File: config.mk
export PLATFORM = sky130hd
export DESIGN_NAME = segclip_rank_select
export DESIGN_NICKNAME = d
export VERILOG_FILES = /design/src/hdl/segclip_pkg.sv /design/src/hdl/segclip_rank_select.sv
export SDC_FILE = /design/constraint.sdc
export NUM_CORES = 1
export LEC_CHECK = 0
export BUFFER_PORTS_ARGS = -buffer_cell sky130_fd_sc_hd__clkbuf_2
export CORE_ASPECT_RATIO = 1.1
export CORE_MARGIN = 5
export CORE_UTILIZATION = 50
export CTS_CLUSTER_DIAMETER = 40
export CTS_CLUSTER_SIZE = 12
export DETAILED_ROUTE_END_ITERATION = 7
export PLACE_DENSITY = 0.74
export SETUP_SLACK_MARGIN = 0.1
export SYNTH_ARGS = -nofsm -noshare
export SYNTH_HDL_FRONTEND = slang
export SYNTH_SLANG_ARGS = --single-unit
File: constraint.sdc
create_clock -name clk -period 3.68 [get_ports clk]
set_input_delay 0 -clock clk [delete_from_list [all_inputs] [get_ports clk]]
set_output_delay 0 -clock clk [all_outputs]
set_load 0.01 [all_outputs]
File: src/hdl/segclip_pkg.sv
// Shared types, widths and constants of the segment rectangle clipper.
package segclip_pkg;

  // Coordinate and parameter formats
  localparam int COORD_W    = 16;
  localparam int COORD_FRAC = 4;
  localparam int CFG_W      = 11;
  localparam int DELTA_W    = COORD_W + 1;
  localparam int EDGE_W     = COORD_W + 2;
  localparam int NUM_W      = 16;
  localparam int DEN_W      = 16;
  localparam int T_FRAC     = 16;
  localparam int T_W        = 32;
  localparam int DIV_W      = NUM_W + T_FRAC;
  localparam int PROD_W     = T_W + DELTA_W;
  localparam int SP_W       = DELTA_W + EDGE_W;
  localparam int NUM_T      = 6;
  localparam int RANK_W     = 3;
  localparam int PADDR_W    = 3;
  localparam int PDATA_W    = 32;

  // Register map (index is byte address / 4)
  localparam logic REG_WIDTH  = 1'b0;
  localparam logic REG_HEIGHT = 1'b1;
  localparam logic [CFG_W-1:0] WIDTH_RST  = CFG_W'(5);
  localparam logic [CFG_W-1:0] HEIGHT_RST = CFG_W'(3);

  typedef logic signed [T_W-1:0] tpar_t;
  typedef logic [NUM_T-1:0][T_W-1:0] tvec_t;

  localparam tpar_t T_MAX = {1'b0, {(T_W-1){1'b1}}};
  localparam tpar_t T_MIN = {1'b1, {(T_W-1){1'b0}}};
  localparam tpar_t T_ONE = tpar_t'(1) <<< T_FRAC;

  // Per-item data that rides alongside the crossing dividers
  typedef struct packed {
    logic signed [COORD_W-1:0] ax;
    logic signed [COORD_W-1:0] ay;
    logic signed [DELTA_W-1:0] dx;
    logic signed [DELTA_W-1:0] dy;
    logic [3:0]                neg;
    logic                      vis_ok;
  } side_t;

  // One clipped result
  typedef struct packed {
    logic                      visible;
    logic signed [COORD_W-1:0] sx;
    logic signed [COORD_W-1:0] sy;
    logic signed [COORD_W-1:0] ex;
    logic signed [COORD_W-1:0] ey;
  } res_t;

  function automatic logic [NUM_W-1:0] edge_mag(input logic signed [EDGE_W-1:0] v);
    logic signed [EDGE_W-1:0] a;
    a = (v < 0) ? -v : v;
    return a[NUM_W-1:0];
  endfunction

  function automatic logic [DEN_W-1:0] delta_mag(input logic signed [DELTA_W-1:0] v);
    logic signed [DELTA_W-1:0] a;
    a = (v < 0) ? -v : v;
    return a[DEN_W-1:0];
  endfunction

endpackage

File: src/hdl/segclip_rank_select.sv
// Two-stage rank sort of six parameters, picks the third and fourth smallest.
module segclip_rank_select (
  input  logic                clk,
  input  logic                en,
  input  segclip_pkg::tvec_t  t_i,
  output segclip_pkg::tpar_t  entry_o,
  output segclip_pkg::tpar_t  exit_o
);
  import segclip_pkg::*;

  tvec_t              t_r;
  logic [NUM_T-1:0][NUM_T-1:0] bef_r, bef_nxt;
  tpar_t              entry_r, exit_r, entry_nxt, exit_nxt;
  logic [RANK_W-1:0]  rank;

  // Pairwise order, ties broken by position
  always_comb begin
    for (int i = 0; i < NUM_T; i++) begin
      for (int j = 0; j < NUM_T; j++) begin
        if (j < i) bef_nxt[i][j] = $signed(t_i[j]) <= $signed(t_i[i]);
        else if (j > i) bef_nxt[i][j] = $signed(t_i[j]) < $signed(t_i[i]);
        else bef_nxt[i][j] = 1'b0;
      end
    end
  end

  // Rank count and selection of the middle pair
  always_comb begin
    entry_nxt = '0;
    exit_nxt  = '0;
    rank      = '0;
    for (int i = 0; i < NUM_T; i++) begin
      rank = '0;
      for (int j = 0; j < NUM_T; j++) rank = rank + RANK_W'(bef_r[i][j]);
      if (rank == RANK_W'(2)) entry_nxt = t_r[i];
      if (rank == RANK_W'(3)) exit_nxt = t_r[i];
    end
  end

  always_ff @(posedge clk) begin
    if (en) begin
      t_r     <= t_i;
      bef_r   <= bef_nxt;
      entry_r <= entry_nxt;
      exit_r  <= exit_nxt;
    end
  end

  assign entry_o = entry_r;
  assign exit_o  = exit_r;

endmodule

==> impl_metrics.toml <==
[run_status]
outcome = "finished clean"

[synth]
synth_top_area_share_pct = 38.00
synth-simple-area-share_pct = 10.48
muxShareOfSynthArea_pct = 1.412
synth_compound_area_share_pct = 17.82
synth.top_cells.by_area = "edfxtp_1 (38%), ha_1 (27%), a21oi_1 (6.6%)"
synth_ff_type = "edfxtp_1"
synth-edff-count = 286
syn_inst = 2183
synth_top_family_by_area = "adder cells"
synth_fa_ha_area_share_pct = 27.97
ys_async_sr_fraction_pct = 0
yosysTopAreaCell = "edfxtp_1"
syn-num-nets = 2875
synthesis.area_um2 = 22600
ys.warnings.count = 0
synth.most_common_cell = "ha_1"
ys_top_cells_by_count = "ha_1 (486), a21oi_1 (298), edfxtp_1 (286)"
synth-xor-area-share_pct = 0
ys_ff_latch = 286
ys_types = 44
syn_area_per_cell_um2 = 10.35
seq_area_frac_synth_pct = 38.00

[global_routing]
overflow = 0
first_global_vias = 21230
grt_max_degree = 115
grt_usage_pct = 35.78
grt_pass1_wl_mm = 132.1
antenna_found_initial = 3

[worst_hold_path]
hp-start = "en"
hp-class = "input port to flop"
whs_endpoint = "t_r[64]"
whs_path_depth = 1

[timing]
worst-slew-pin-transition_ns = 1.019
max_freq_mhz = 296.9
slew-limit-headroom_pct = 31.63
whs_ns = 0.03368
fin_crit_sh_pct = 91.54
finClkSkew_ns = 0.03226
fin_crit_ns = 3.369
slew_viol_final = 0
setup_violations = 0
fin_setup_tns_ns = 0
hold_viol = 0
rsz0062_at_grt = "no"

[worst_setup_path]
worstPathCellList = "inv_1 > fa_1 > fa_1 > inv_1 > ha_1 > nor3b_2 > nor4b_2 > buf_12 > a221oi_1 > nor3_1 > a21oi_1 > a21oi_1"
critPathRequiredTime_ns = 4.04
reg2reg_slack_ns = 0.31
crit_type = "flop to flop"
reg2reg_from = "bef_r[10]"
arrival_ns = 3.73
crit_fanout = 32
slowest_delay_ns = 0.42
crit_buf_inv = 3
start_kind = "flop"
r2r_cells = 12
r2r_end = "exit_o[20]"
end_kind = "flop"
path_delay_family = "adder cells"
cpMaxStageDelayCell = "fa_1"

[cells_and_area]
area_delta_synth_final_pct = 25.12
finish.utilization_pct = 63.41
design_area_um2 = 28280
nNetsFinal = 3358
drive_gt1_share_pct = 14.47
regArea_um2 = 8588
multi_input_area_um2 = 13090
num-fill-cells = 3470

[floorplanning]
dieArea_um2 = 49550
io_pins = 258
fp.dieW_um = 212.7
die_h_um = 233.0
core_um2 = 44590
start_util_pct = 50.68
core.rowCount = 81

[routing]
routed_via_density = 6.599
firstDrtPassIters = 6
post_drt_wl_per_cell_um = 27.89
drc = 0
drtIter0Drc = 3140
via_count = 21680
routed_wl_mm = 91.63
final_antenna_net_count = 0

[clock_network]
cts_buffers = 46
htreeDepth = 2
clkTransAtPathRegs_ns = 0.06
clkLatencyLatePin_ns = 0.60
cts_sinks = 286
cts_root_buf = "clkbuf_16"
cts_tree = "built"
clock_tree.buffer_depth = 3

[pwr]
seq_power_share_pct = 30.0
p_clk_share_pct = 26.0
powerDensity_nw_per_um2 = 569.0
power_frac_comb_pct = 44.0
swShare_pct = 40.89
ir_drop_uv = 500.0
p_int_w = 0.009511
p_leak_nw = 12.81
netSwitchingPower_w = 0.006579
power_w = 0.01609

[flow_run]
max_cap_viol_count = 0

[placed_design]
dp_hpwl_mm = 67.44
gp_congestion = 1.016
placed_cell_area_um2 = 24890
port_buffers = 257
## how the worst max path moves through the flow
| stage | startpoint | end | slack (ns) | cells after the start |
|---|---|---|---|---|
| final | bef_r[10] | exit_o[20] | 0.31 | 12 |
| after global routing | bef_r[13] | entry_o[16] | 0.26 | 11 |
| after CTS | bef_r[18] | entry_o[27] | 0.44 | 10 |
| after detailed placement | bef_r[18] | entry_o[26] | 0.44 | 10 |
| after global placement | bef_r[18] | entry_o[26] | 0.49 | 10 |
| after floorplan | bef_r[8] | exit_o[10] | 0.75 | 12 |
## logic make-up after synthesis
group                    Yosys count
AND/OR/NAND/NOR                  466
AO/OA/AOI/OAI                    645
flip-flops                       286
adder cells (fa/ha/maj)          498
buffers and inverters            258
multiplexers                      30
## layout by cell type (no fill, tap or decap), types with 69 or more instances in the layout
cell type / instances
nor2_1: 93
edfxtp_1: 286
ha_1: 486
inv_1: 197
a21oi_1: 298
nor3_1: 78
dlygate4sd3_1: 192
clkbuf_2: 256
nand2_1: 69
a21o_1: 83
nand4_1: 118
## area by class of cell
type / count / area share [%]
well taps: 581 / 2.571
clock inverters: 31 / 0.9956
repair buffers: 496 / 12.98
diodes: 2 / 0.01770
inverters: 197 / 2.615
clock buffers: 53 / 4.164
multi-input cells: 1639 / 46.28
flip-flops and latches: 286 / 30.37
## metrics by stage
stage | worst slack [ns] | instances
floorplan | 0.7489 | 2183
global route | 0.2552 | 3284
CTS | 0.4409 | 3283
global placement | 0.4859 | 3007
detailed placement | 0.4407 | 3007
finish | 0.3115 | 3285
## what timing repair did
action,CTS,global route
hold endpoints to repair,192,0
gates resized for setup,0,0
setup buffers,0,0
hold buffers,192,0
## flip-flops by register name, summed over array words and instances, names as in the netlist
name	flops
t_r	192
entry_o	32
exit_o	32
bef_r	30
## power by group through the flow
stage | Clock (W) | Sequential (W) | Combinational, W
after floorplan | 0 | 0.00496 | 0.00369
after global placement | 0 | 0.00485 | 0.00644
after detailed placement | 0 | 0.00485 | 0.00663
after CTS | 0.00418 | 0.00481 | 0.00683
after global routing | 0.00435 | 0.00487 | 0.00751
final | 0.00418 | 0.00482 | 0.00709
## per-layer routing
layer,wire length (µm),track usage [%]
met5,13,0
met4,5051,16.38
met2,42380,58.72
met1,34400,44.99
met3,9782,8.131
Note: power is estimated with default switching activity, not from simulation.
