==> src/hdl/segclip_pkg.sv <==
// Shared types, widths and constants of the segment rectangle clipper.
package segclip_pkg;

  // Coordinate and parameter formats
  localparam int COORD_W    = 16;
  localparam int COORD_FRAC = 4;
  localparam int CFG_W      = 11;
  localparam int DELTA_W    = COORD_W + 1;
  localparam int EDGE_W     = COORD_W + 2;
  localparam int NUM_W      = 16;
  localparam int DEN_W      = 16;
  localparam int T_FRAC     = 16;
  localparam int T_W        = 32;
  localparam int DIV_W      = NUM_W + T_FRAC;
  localparam int PROD_W     = T_W + DELTA_W;
  localparam int SP_W       = DELTA_W + EDGE_W;
  localparam int NUM_T      = 6;
  localparam int RANK_W     = 3;
  localparam int PADDR_W    = 3;
  localparam int PDATA_W    = 32;

  // Register map (index is byte address / 4)
  localparam logic REG_WIDTH  = 1'b0;
  localparam logic REG_HEIGHT = 1'b1;
  localparam logic [CFG_W-1:0] WIDTH_RST  = CFG_W'(5);
  localparam logic [CFG_W-1:0] HEIGHT_RST = CFG_W'(3);

  typedef logic signed [T_W-1:0] tpar_t;
  typedef logic [NUM_T-1:0][T_W-1:0] tvec_t;

  localparam tpar_t T_MAX = {1'b0, {(T_W-1){1'b1}}};
  localparam tpar_t T_MIN = {1'b1, {(T_W-1){1'b0}}};
  localparam tpar_t T_ONE = tpar_t'(1) <<< T_FRAC;

  // Per-item data that rides alongside the crossing dividers
  typedef struct packed {
    logic signed [COORD_W-1:0] ax;
    logic signed [COORD_W-1:0] ay;
    logic signed [DELTA_W-1:0] dx;
    logic signed [DELTA_W-1:0] dy;
    logic [3:0]                neg;
    logic                      vis_ok;
  } side_t;

  // One clipped result
  typedef struct packed {
    logic                      visible;
    logic signed [COORD_W-1:0] sx;
    logic signed [COORD_W-1:0] sy;
    logic signed [COORD_W-1:0] ex;
    logic signed [COORD_W-1:0] ey;
  } res_t;

  function automatic logic [NUM_W-1:0] edge_mag(input logic signed [EDGE_W-1:0] v);
    logic signed [EDGE_W-1:0] a;
    a = (v < 0) ? -v : v;
    return a[NUM_W-1:0];
  endfunction

  function automatic logic [DEN_W-1:0] delta_mag(input logic signed [DELTA_W-1:0] v);
    logic signed [DELTA_W-1:0] a;
    a = (v < 0) ? -v : v;
    return a[DEN_W-1:0];
  endfunction

endpackage

==> src/hdl/segclip_divider.sv <==
// Pipelined unsigned restoring divider, one quotient bit per stage.
module segclip_divider (
  input  logic                          clk,
  input  logic                          en,
  input  logic [segclip_pkg::DIV_W-1:0] num_i,
  input  logic [segclip_pkg::DEN_W-1:0] den_i,
  output logic [segclip_pkg::DIV_W-1:0] quo_o
);
  import segclip_pkg::*;

  logic [DEN_W-1:0] rem_r [DIV_W];
  logic [DIV_W-1:0] num_r [DIV_W];
  logic [DEN_W-1:0] den_r [DIV_W];

  for (genvar k = 0; k < DIV_W; k++) begin : g_stage
    logic [DEN_W-1:0] rem_in, rem_nxt, den_in;
    logic [DIV_W-1:0] num_in, num_nxt;
    logic [DEN_W:0]   trial;
    logic             ge;

    // Stage input: ports for the first stage, previous stage otherwise
    if (k == 0) begin : g_first
      assign rem_in = '0;
      assign num_in = num_i;
      assign den_in = den_i;
    end else begin : g_rest
      assign rem_in = rem_r[k-1];
      assign num_in = num_r[k-1];
      assign den_in = den_r[k-1];
    end

    // Shift in next numerator bit, subtract if it fits
    always_comb begin
      trial   = {rem_in, num_in[DIV_W-1]};
      ge      = (trial >= {1'b0, den_in});
      rem_nxt = ge ? DEN_W'(trial - {1'b0, den_in}) : trial[DEN_W-1:0];
      num_nxt = {num_in[DIV_W-2:0], ge};
    end

    always_ff @(posedge clk) begin
      if (en) begin
        rem_r[k] <= rem_nxt;
        num_r[k] <= num_nxt;
        den_r[k] <= den_in;
      end
    end
  end

  // Numerator register has become the quotient after the last stage
  assign quo_o = num_r[DIV_W-1];

endmodule

==> config.mk <==
export PLATFORM = sky130hd
export DESIGN_NAME = segclip_divider
export DESIGN_NICKNAME = d
export VERILOG_FILES = /design/src/hdl/segclip_pkg.sv /design/src/hdl/segclip_divider.sv
export SDC_FILE = /design/constraint.sdc
export NUM_CORES = 2
export LEC_CHECK = 0
export BUFFER_PORTS_ARGS = -buffer_cell sky130_fd_sc_hd__buf_2
export CORE_ASPECT_RATIO = 1.2
export CORE_UTILIZATION = 35
export CTS_BUF_LIST = sky130_fd_sc_hd__clkbuf_2
export DETAILED_ROUTE_END_ITERATION = 7
export PLACE_DENSITY = 0.52
export RECOVER_POWER = 50
export SYNTH_ARGS = -nofsm -noshare
export SYNTH_HDL_FRONTEND = slang
export SYNTH_SLANG_ARGS = --single-unit
==> constraint.sdc <==
create_clock -name clk -period 9.72 [get_ports clk]
set_input_delay 1.944 -clock clk [delete_from_list [all_inputs] [get_ports clk]]
set_output_delay 1.944 -clock clk [all_outputs]
set_load 0.01 [all_outputs]
==> impl_metrics.yaml <==
cells_and_area:
  fin_cells: 10514
  drive_above_1_share_pct: 18.2
  layout_commonest_cell: "edfxtp_1"
  multiInputGateArea_sq_um: 26700
  regArea_sq_um: 60500
  post-route-cell-area_sq_um: 99200
  mostFrequentLayoutCells: "edfxtp_1 (2016), clkbuf_2 (739), inv_1 (630), ha_1 (498), nor2_1 (378)"
  nets: 7362
  n_fill_cell: 24146
  syn2layout_area_growth_pct: 10.3
sta:
  slew_headroom_pct: -123
  finClkSkew_ps: 176
  tightest_slew_ps: 3340
  slew_violations: 143
  finalSetupTns_ps: 0
  post-route-min-period_ps: 4680
  setup_violations: 0
  hold_viol: 0
  fmax_mhz: 214
  finalCritPeriodShare_pct: 48.1
  rsz0062_at_grt: "no"
floorplan:
  die-area_sq_um: 259000
  fp-row-count: 203
  core-area_sq_um: 255000
  die_y_um: 557
  die-width_um: 465
  ios: 82
  initial_utilization_pct: 35.2
yosys:
  ys.flop_type: "edfxtp_1"
  synth-seq-area-share_pct: 67.3
  synth_nets: 6776
  synth_seq_cells: 2016
  syn_inst: 6198
  synth_area_leader_cell: "edfxtp_1"
  synth_edf_count: 2016
  yosys.area.top_type_share_pct: 67.3
  async_flop_share_pct: 0
  yosys-top-cells-area: "edfxtp_1 (67%), ha_1 (6.9%), mux2_2 (3.9%)"
  synth.avg_cell_area_sq_um: 14.5
  synth_cell_types: 81
  yosys_warnings: 0
  netlist_area_sq_um: 89900
critical_path:
  crit_path_max_fanout: 98
  path_buf_inv: 3
  worstPathRequired_ps: 10910
  critPathKind: "input port to flop"
  cp_cell_sequence: "buf_12, clkbuf_1, buf_4"
  slowest_stage: "clkbuf_1"
  cp-end-kind: "flop"
  cpLargestDelayFamily: "buffers and inverters"
  worstSetupPathDepth: 3
  timing.rr.start: "den_r[23][1]"
  cp-start-kind: "input port"
  worst_r2r_endpoint: "rem_r[24][2]"
  cpPeakStageDelay_ps: 2400
  reg2regPathDepth: 11
  startpoint: "en"
  crit_arrival_ps: 5870
  r2r_setup_slack_ps: 5750
min_path:
  hold_depth: 0
  whs_endpoint: "num_r[17][9]"
  hp-class: "flop to flop"
  min_from: "num_r[16][8]"
job:
  cap_violations: 3
clock_network:
  clk_latency_ps: 1690
  cts_buffer_depth: 4
  cts_resized: 0
  clkSlewWorstSetupHoldPaths_ps: 80
  h-tree-depth: 6
  clock-sinks: 2016
  cts-root-buf: "clkbuf_2"
  cts_buffers: 545
  cts_hold_buf: 0
  cts_setup_buffers: 0
  cts_tree: "done"
grt:
  grt-ovfl-total: 0
  grt_max_degree: 168
  grt_pass1_wl_mm: 267
  grt.total_usage_pct: 12.8
  antenna_found_initial: 6
  first_global_vias: 51563
placed_design:
  gp_congestion: 0.848
  dp_hpwl_mm: 113
  io_buffers: 81
  placed_area_sq_um: 94600
  numPlacedInstances: 9619
status:
  status: "finished with violations"
  violations: "DRC, capacitance limit, slew limit"
power:
  p_per_area_nw_per_um2: 290
  peakVddDrop_mv: 0.0994
  p_int_uw: 19100
  power_frac_seq_pct: 43.9
  p_leak_uw: 0.0387
  p_clk_share_pct: 20.2
  combPwrFrac_pct: 35.9
  power_switching_uw: 9690
  netSwitchingFraction_pct: 33.7
route:
  wirelength_mm: 168
  first_pass_iters: 8
  route.detailed.wl_per_inst_um: 15.9
  vias_per_cell: 4.74
  drtIter0Drc: 2787
  drc: 12
  ant_nets: 0
  vias: 49820
[metal layers]
| layer | wire [um] | GRT usage, % | share of wire [%] |
|---|---|---|---|
| met1 | 68700 | 14.4 | 41 |
| met2 | 84300 | 22.4 | 50 |
| met3 | 7420 | 2.85 | 4.4 |
| met4 | 7160 | 6.84 | 4.3 |
| met5 | 27 | 0 | 0.016 |
[cell families after synthesis]
family                   count (synthesis)  synth area share [%]
AO/OA/AOI/OAI                         1068                  7.62
multiplexers                           388                  4.87
XOR/XNOR                               340                  3.31
flip-flops                            2016                  67.3
buffers and inverters                  704                  3.08
adder cells (fa/ha/maj)                528                  7.60
AND/OR/NAND/NOR                       1154                  6.21
[flip-flops by register name, indices dropped and copies added (netlist names)]
register / flops
num_r: 1024
den_r: 496
rem_r: 496
[through the flow]
stage / total power, uW / setup slack, ps / hold WS (ps) / utilization, %
after floorplan: 20600 / 5900 / 400 / -
after global placement: 23000 / 4880 / 400 / 37.0
after detailed placement: 23200 / 4730 / 405 / 37.0
after CTS: 29300 / 5220 / 61.3 / 38.9
after global routing: 31000 / 4690 / 108 / 38.9
final: 28800 / 5040 / 295 / 38.9
[power by group through the flow]
stage / Clock (uW) / Sequential (uW) / Combinational (uW)
after global placement: 0 / 12900 / 10100
final: 5820 / 12600 / 10300
after floorplan: 0 / 12400 / 8250
after CTS: 6230 / 12700 / 10400
after detailed placement: 0 / 12900 / 10300
after global routing: 6620 / 12800 / 11500
[how the worst max path moves through the flow]
stage	endpoint	slack (ps)
2_1_floorplan	rem_r[0][0]	5900
6_report	rem_r[14][9]	5040
5_1_grt	rem_r[14][11]	4690
3_5_place_dp	rem_r[0][0]	4730
4_1_cts	quo_o[3]	5220
3_3_place_gp	rem_r[0][0]	4880
[synthesized netlist by cell type (all sizes together), types with 24 or more instances]
cell type / n
nor2b: 88
o31ai: 24
a21oi: 343
a211o: 24
a31oi: 35
inv: 630
o21a: 46
edfxtp: 2016
mux2i: 53
nor3: 99
or3: 29
buf: 35
nand2b: 63
clkbuf: 39
nand4: 49
xnor2: 247
and3: 47
a21boi: 60
a211oi: 30
ha: 498
o21ai: 233
mux2: 335
a21o: 107
nand2: 231
nand3: 86
xor2: 93
fa: 30
nor2: 378
[layout make-up]
class	count	area share (%)
antenna	7	0.0177
clock buffer	739	3.73
clock inverter	149	0.989
inverter	630	2.38
multi-input combinational	3478	26.9
sequential	2016	61.0
tap	3382	4.27
timing repair buffer	113	0.726
(Power assumes the default switching activity.)
